<file path="config.mk">
export PLATFORM = sky130hd
export DESIGN_NAME = bmp2pg_ctrl
export DESIGN_NICKNAME = d
export VERILOG_FILES = /design/src/bmp2pg_pkg.sv /design/src/bmp2pg_ctrl.sv
export SDC_FILE = /design/constraint.sdc
export NUM_CORES = 1
export LEC_CHECK = 0
export BUFFER_PORTS_ARGS = -buffer_cell sky130_fd_sc_hd__buf_2
export CAP_MARGIN = 20
export CORE_AREA = 2 2 39 41
export CTS_CLUSTER_SIZE = 8
export DETAILED_ROUTE_END_ITERATION = 16
export DIE_AREA = 0 0 41 43
export SLEW_MARGIN = 20
export SYNTH_ARGS = -nofsm -noshare
export SYNTH_HDL_FRONTEND = slang
export SYNTH_SLANG_ARGS = --single-unit
</file>
<file path="constraint.sdc">
create_clock -name clk -period 2.9 [get_ports clk]
set_clock_uncertainty 0.2 [all_clocks]
set_input_delay 0.58 -clock clk [delete_from_list [all_inputs] [get_ports clk]]
set_output_delay 0.58 -clock clk [all_outputs]
set_load 0.02 [all_outputs]
</file>
<file path="src/bmp2pg_pkg.sv">
`timescale 1ns / 1ps
// Shared constants, action codes and controller/datapath command types
// for the bitmap to page buffer block. No dependencies.
package bmp2pg_pkg;

  // Default geometry
  localparam int IMAGE_ROWS_DEF    = 64;
  localparam int BYTES_PER_ROW_DEF = 16;
  localparam int ROWS_PER_PAGE     = 8;
  localparam logic [7:0] ROW_BIT_LSB = 8'h01;

  // Action codes carried in the request transaction
  localparam logic [1:0] ACT_WRITE   = 2'd0;
  localparam logic [1:0] ACT_READ    = 2'd1;
  localparam logic [1:0] ACT_RESTART = 2'd2;

  // Controller -> datapath
  typedef struct packed {
    logic clr_we;    // write zero at clear pointer, advance pointer
    logic latch;     // capture request payload
    logic restart;   // zero frame position
    logic wr_step;   // issue one read-modify-write read, next column
    logic advance;   // step frame position after a write
    logic rd_issue;  // read buffer at latched page/column
    logic out_load;  // load response register
  } dp_cmd_t;

  // Datapath -> controller
  typedef struct packed {
    logic clr_last;  // clear pointer at last entry
    logic k_last;    // column step at last of eight
  } dp_sts_t;

endpackage

</file>
<file path="src/bmp2pg_ctrl.sv">
`timescale 1ns / 1ps
// Controller: sequences buffer clear, write, read and restart transactions
// and owns both channel handshakes. Uses bmp2pg_pkg.
module bmp2pg_ctrl (
  input  logic                 clk,
  input  logic                 rst,
  input  logic                 req_valid,
  input  logic [1:0]           req_action,
  output logic                 req_ready,
  output logic                 rsp_valid,
  input  logic                 rsp_ready,
  output bmp2pg_pkg::dp_cmd_t  cmd,
  input  bmp2pg_pkg::dp_sts_t  sts
);

  typedef enum logic [5:0] {
    ST_CLEAR  = 6'b000001,
    ST_IDLE   = 6'b000010,
    ST_WRITE  = 6'b000100,
    ST_WDRAIN = 6'b001000,
    ST_READ   = 6'b010000,
    ST_RWAIT  = 6'b100000
  } state_t;

  state_t state;
  state_t state_next;
  logic   rsp_full;
  logic   rsp_full_next;

  always_comb begin
    state_next = state;
    cmd        = '0;
    req_ready  = 1'b0;
    case (state)
      ST_CLEAR: begin
        cmd.clr_we = 1'b1;
        if (sts.clr_last) begin
          state_next = ST_IDLE;
        end
      end
      ST_IDLE: begin
        req_ready = 1'b1;
        if (req_valid) begin
          cmd.latch = 1'b1;
          case (req_action)
            bmp2pg_pkg::ACT_WRITE:   state_next = ST_WRITE;
            bmp2pg_pkg::ACT_READ:    state_next = ST_READ;
            bmp2pg_pkg::ACT_RESTART: cmd.restart = 1'b1;
            default:                 state_next = ST_IDLE;
          endcase
        end
      end
      ST_WRITE: begin
        cmd.wr_step = 1'b1;
        if (sts.k_last) begin
          state_next = ST_WDRAIN;
        end
      end
      ST_WDRAIN: begin
        cmd.advance = 1'b1;
        state_next  = ST_IDLE;
      end
      ST_READ: begin
        cmd.rd_issue = 1'b1;
        state_next   = ST_RWAIT;
      end
      ST_RWAIT: begin
        if (!rsp_full || rsp_ready) begin
          cmd.out_load = 1'b1;
          state_next   = ST_IDLE;
        end
      end
      default: state_next = ST_CLEAR;
    endcase
  end

  always_comb begin
    rsp_full_next = rsp_full;
    if (cmd.out_load) begin
      rsp_full_next = 1'b1;
    end else if (rsp_ready) begin
      rsp_full_next = 1'b0;
    end
  end

  always_ff @(posedge clk) begin
    if (rst) begin
      state    <= ST_CLEAR;
      rsp_full <= 1'b0;
    end else begin
      state    <= state_next;
      rsp_full <= rsp_full_next;
    end
  end

  assign rsp_valid = rsp_full;

  a_no_rsp_overwrite: assert property (@(posedge clk) disable iff (rst)
    cmd.out_load |-> (!rsp_full || rsp_ready))
    else $error("response register loaded while holding an untaken result");

  a_write_starts: assert property (@(posedge clk) disable iff (rst)
    (req_valid && req_ready && req_action == bmp2pg_pkg::ACT_WRITE)
      |=> state == ST_WRITE)
    else $error("accepted write did not start the column sweep");

  a_sweep_ends: assert property (@(posedge clk) disable iff (rst)
    (state == ST_WRITE && sts.k_last) |=> (state == ST_WDRAIN))
    else $error("column sweep did not end after eight steps");

  a_clear_blocks: assert property (@(posedge clk) disable iff (rst)
    (state == ST_CLEAR) |-> (!req_ready && !rsp_full))
    else $error("transaction activity during buffer clear");

endmodule

</file>
# [Word-level counts from Yosys, hierarchy flattened]
# Index checks and enable logic that the tools add are counted.
[totals] output_inout_bits=9 reg_bits=7 wordCells=38 in_bits=8
[classes] n_reduce_logical=5 eq_ne=13 muxes=18
[op_table] cell="$pmux 6 s6" count=1
[op_table] cell="$mux 6" count=4
[op_table] cell="$pmux 6 s3" count=1
[op_table] cell="$mux 1" count=10
[op_table] cell="$ne 2x2->1 const B" count=5
[op_table] cell="$eq 6x1->1 const B" count=1
[op_table] cell="$eq 6x2->1 const B" count=1
[op_table] cell="$eq 6x3->1 const B" count=1
[op_table] cell="$eq 6x4->1 const B" count=1
[op_table] cell="$eq 6x5->1 const B" count=1
[op_table] cell="$eq 6x6->1 const B" count=1
[op_table] cell="$reduce_and 5->1" count=1
[op_table] cell="$mux 2" count=2
[op_table] cell="$eq 2x1->1 const B" count=1
[op_table] cell="$eq 2x2->1 const B" count=1
[op_table] cell="$logic_not 2->1" count=1
[op_table] cell="$reduce_bool 2->1" count=1
[op_table] cell="$logic_not 1->1" count=1
[op_table] cell="$logic_or 1x1->1" count=1

# [Logic depth before layout (Yosys ltp)]
[logic_depth] depth_word=5 depth_mapped=4

# [Worst setup path before layout]
# No wires, ideal clock.
[synth_timing] path_type="flip-flop to output port" start="reg state[5]" end="out cmd[4] (netlist bit)" arrival_time_ns=1.565 path_stages_with_launch=5 path_slack_ns=0.555 n_path_buf=0 path_cell_list="dfxtp_1 nor2_1 and4b_1 nand2_1 nor3b_1"
[synth_lines] item="start: declaration" line_no="bmp2pg_ctrl.sv:25" text="state_t state;"
[synth_lines] item="start signal: assignment" line_no="bmp2pg_ctrl.sv:91" text="state <= state_next;"
[synth_lines] item="end: declaration" line_no="bmp2pg_ctrl.sv:12" text="output bmp2pg_pkg::dp_cmd_t cmd,"

==> summary.md <==
| Metric | Value |
|---|---|
| Status | complete, no violations |
| Reg2reg start | state[5] |
| Total Routing Usage GR | 13.5% |
| CP Capture Type | primary output |
| Clock slew at reported path FFs | 50 ps |
| Synth async-reset ratio | 0% |
| Worst-Margin Slew | 338 ps |
| Setup TNS | 0 ps |
| Synth Instances | 47 |
| Place WS | 821 ps |
| Starting Density | 29.6% |
| I/O pin total | 17 |
| Gr ovfl total | 0 |
| Hold Crit Start | req_action[1] |
| Hold buffer count at cts | 0 |
| Share of cells above drive strength 1 | 32.3% |
| TritonCTS Buffers | 3 |
| DRT Pass-1 Iters | 4 |
| Clock latency on the worst-skew pair | 250 ps |
| FF-to-FF End | state[0] |
| Worst reg-to-reg path cell count | 4 |
| Antenna Cells | 0 |
| Synthesized area | 409 um^2 |
| Post-synthesis average cell area | 8.71 um^2 |
| Seq cells post-synth | 7 |
| DR WL/cell | 11.5 um |
| # DRC | 0 |
| Tcrit/Tclk final | 81.2% |
| Vias | 414 |
| Final setup violation count | 0 |
| Max-slew violations | 0 |
| Initial antenna violation count | 0 |
| CTS max path bufs | 2 |
| Post-DP HPWL | 732 um |
| # port buffers | 16 |
| # resized after CTS | 0 |
| Required time of the critical path | 2120 ps |
| Row count | 14 |
| Syn Nets | 55 |
| CP Class | register to primary output |
| Setup crit start kind | register |
| CP Max Fanout | 6 |
| Die width | 41 um |
| Largest delay contributor family on the critical path | simple AND/OR/NAND/NOR gates |
| Worst Path Arrival | 1570 ps |
| Warnings from Yosys | 0 |
| WHS Endpoint | state[4] |
| Vias in the first global route | 389 |
| Iter 0 DRT Violations | 14 |
| PwrDens | 496 nW/um^2 |
| LEAKAGE | 0.000236 uW |
| Nets | 74 |
| Clk sinks | 7 |
| Root Driver | clkbuf_4 |
| Slew HR | 77.1% |
| Fillcell total | 150 |
| Hold path cells | 2 |
| Crit-path cells | nor2_1 -> and4b_1 -> nand2_1 -> nor3b_1 -> buf_2 |
| Critical path's slowest cell | dfxtp_1 |
| CP peak stage delay | 350 ps |
| Routed WL | 931 um |
| Deepest level of the CTS H-tree | 1 |
| HP Class | input pin to register |
| Setup bufs post-CTS | 0 |
| Vias per cell | 5.11 |
| Synth-to-Final Area Change | 27.2% |
| Final worst slack | 546 ps |
| Ys flop type | dfxtp_1 |
| Final Hold Fails | 0 |
| R2r setup slk | 1130 ps |
| Sequential share of the synthesized area | 34.3% |
| VDD IR-drop max | 0.184 mV |
| Largest net degree at the start of global routing | 9 |
| Synth unique cells | 27 |
| Area of the core | 1380 um^2 |
| Global-route wire length before repair | 1.54 mm |
| Die height | 43 um |
| Gpl congestion | 0.774 |
| Die ar. | 1760 um^2 |
| Period minus WS final | 2350 ps |
| RSZ-0062 raised after global routing | no |
| Max cap viols | 0 |
| Maximum clock rate | 425 MHz |
| CTS tree | done |
| Critical path buffers and inverters | 1 |
| Number of synthesized flops with an enable pin | 0 |
| Final ANT Viol Nets | 0 |
[layer usage]
layer	vias to the layer above	part of all wire, %	track usage [%]
li1	216	-	-
met5	-	0	0
met4	0	2.1	12.0
met3	2	3.9	3.14
met2	9	51	20.9
met1	187	42	13.9
[worst reg2reg max path, stage by stage, from the launching register on]
cell	delay, ps
dfxtp_1	350
nor2_1	230
nand2_1	160
maj3_2	320
or4_1	390
[flip-flops by register name, summed over array words and instances (netlist names)]
name / count
rsp_valid: 1
state: 6
[area by class of cell]
| type | instances | area [um^2] | share of cell area, % |
|---|---|---|---|
| clock buffer | 4 | 26.3 | 5.05 |
| inverter | 3 | 11.3 | 2.16 |
| multi-input combinational | 35 | 243 | 46.6 |
| sequential | 7 | 140 | 26.9 |
| tap | 16 | 20.0 | 3.85 |
| timing repair buffer | 16 | 80.1 | 15.4 |
[cells by family (layout without fill, tap and decap cells)]
family | count (synthesis) | after routing | synth area share, %
fa+ha+maj | 1 | 1 | 2.75
flops | 7 | 7 | 34.2
buf+inv | 5 | 23 | 6.42
simple gates | 23 | 23 | 37.0
xor+xnor | 1 | 1 | 2.14
compound gates | 10 | 10 | 17.4
[synthesized netlist by cell type (2+ instances only)]
| cell type | instances | area, um^2 |
|---|---|---|
| and4b_1 | 2 | 20.0 |
| buf_4 | 2 | 15.0 |
| dfxtp_1 | 7 | 140 |
| inv_1 | 3 | 11.3 |
| nand2_1 | 2 | 7.51 |
| nand2b_1 | 2 | 12.5 |
| nand4b_1 | 2 | 17.5 |
| nor2_1 | 3 | 11.3 |
| nor2b_1 | 2 | 12.5 |
| nor3b_1 | 3 | 22.5 |
| o21ai_0 | 3 | 15.0 |
[how the worst max path moves through the flow]
stage | cells after the start | from | end | slack (ps)
3_5_place_dp | 5 | state[5] | cmd[4] | 820
5_1_grt | 5 | state[3] | cmd[4] | 420
6_report | 5 | state[5] | cmd[4] | 550
3_3_place_gp | 5 | state[5] | cmd[4] | 810
4_1_cts | 5 | state[5] | cmd[4] | 540
2_1_floorplan | 4 | state[5] | cmd[4] | 550
[report_power, final]
group	leakage, uW	switching [uW]	internal [uW]
clock	0.0000150	34.5	52.4
combinational	0.000164	33.9	28.0
sequential	0.0000569	7.22	102
total	0.000236	75.7	183
[through the flow]
stage | std cells | cell area (um^2) | hold WS, ps | util (%) | power, uW
6_report | 81 | 520 | 332 | 37.6 | 258
5_1_grt | 81 | 520 | 345 | 37.6 | 278
4_1_cts | 81 | 520 | 325 | 37.6 | 263
3_5_place_dp | 77 | 494 | 353 | 35.7 | 173
3_3_place_gp | 77 | 494 | 357 | 35.7 | 173
2_1_floorplan | 47 | 409 | 348 | - | 153
[cells in the final DEF, fill, tap and decap left out, drive strengths merged, types with 2 or more instances in the layout]
cell / count
and4b: 2
clkbuf: 4
nand4b: 2
nand2b: 2
inv: 3
nor3b: 3
nor2: 4
o21ai: 3
buf: 16
dfxtp: 7
nor2b: 2
nand2: 2
No activity file was read; power rests on OpenSTA's default activity.
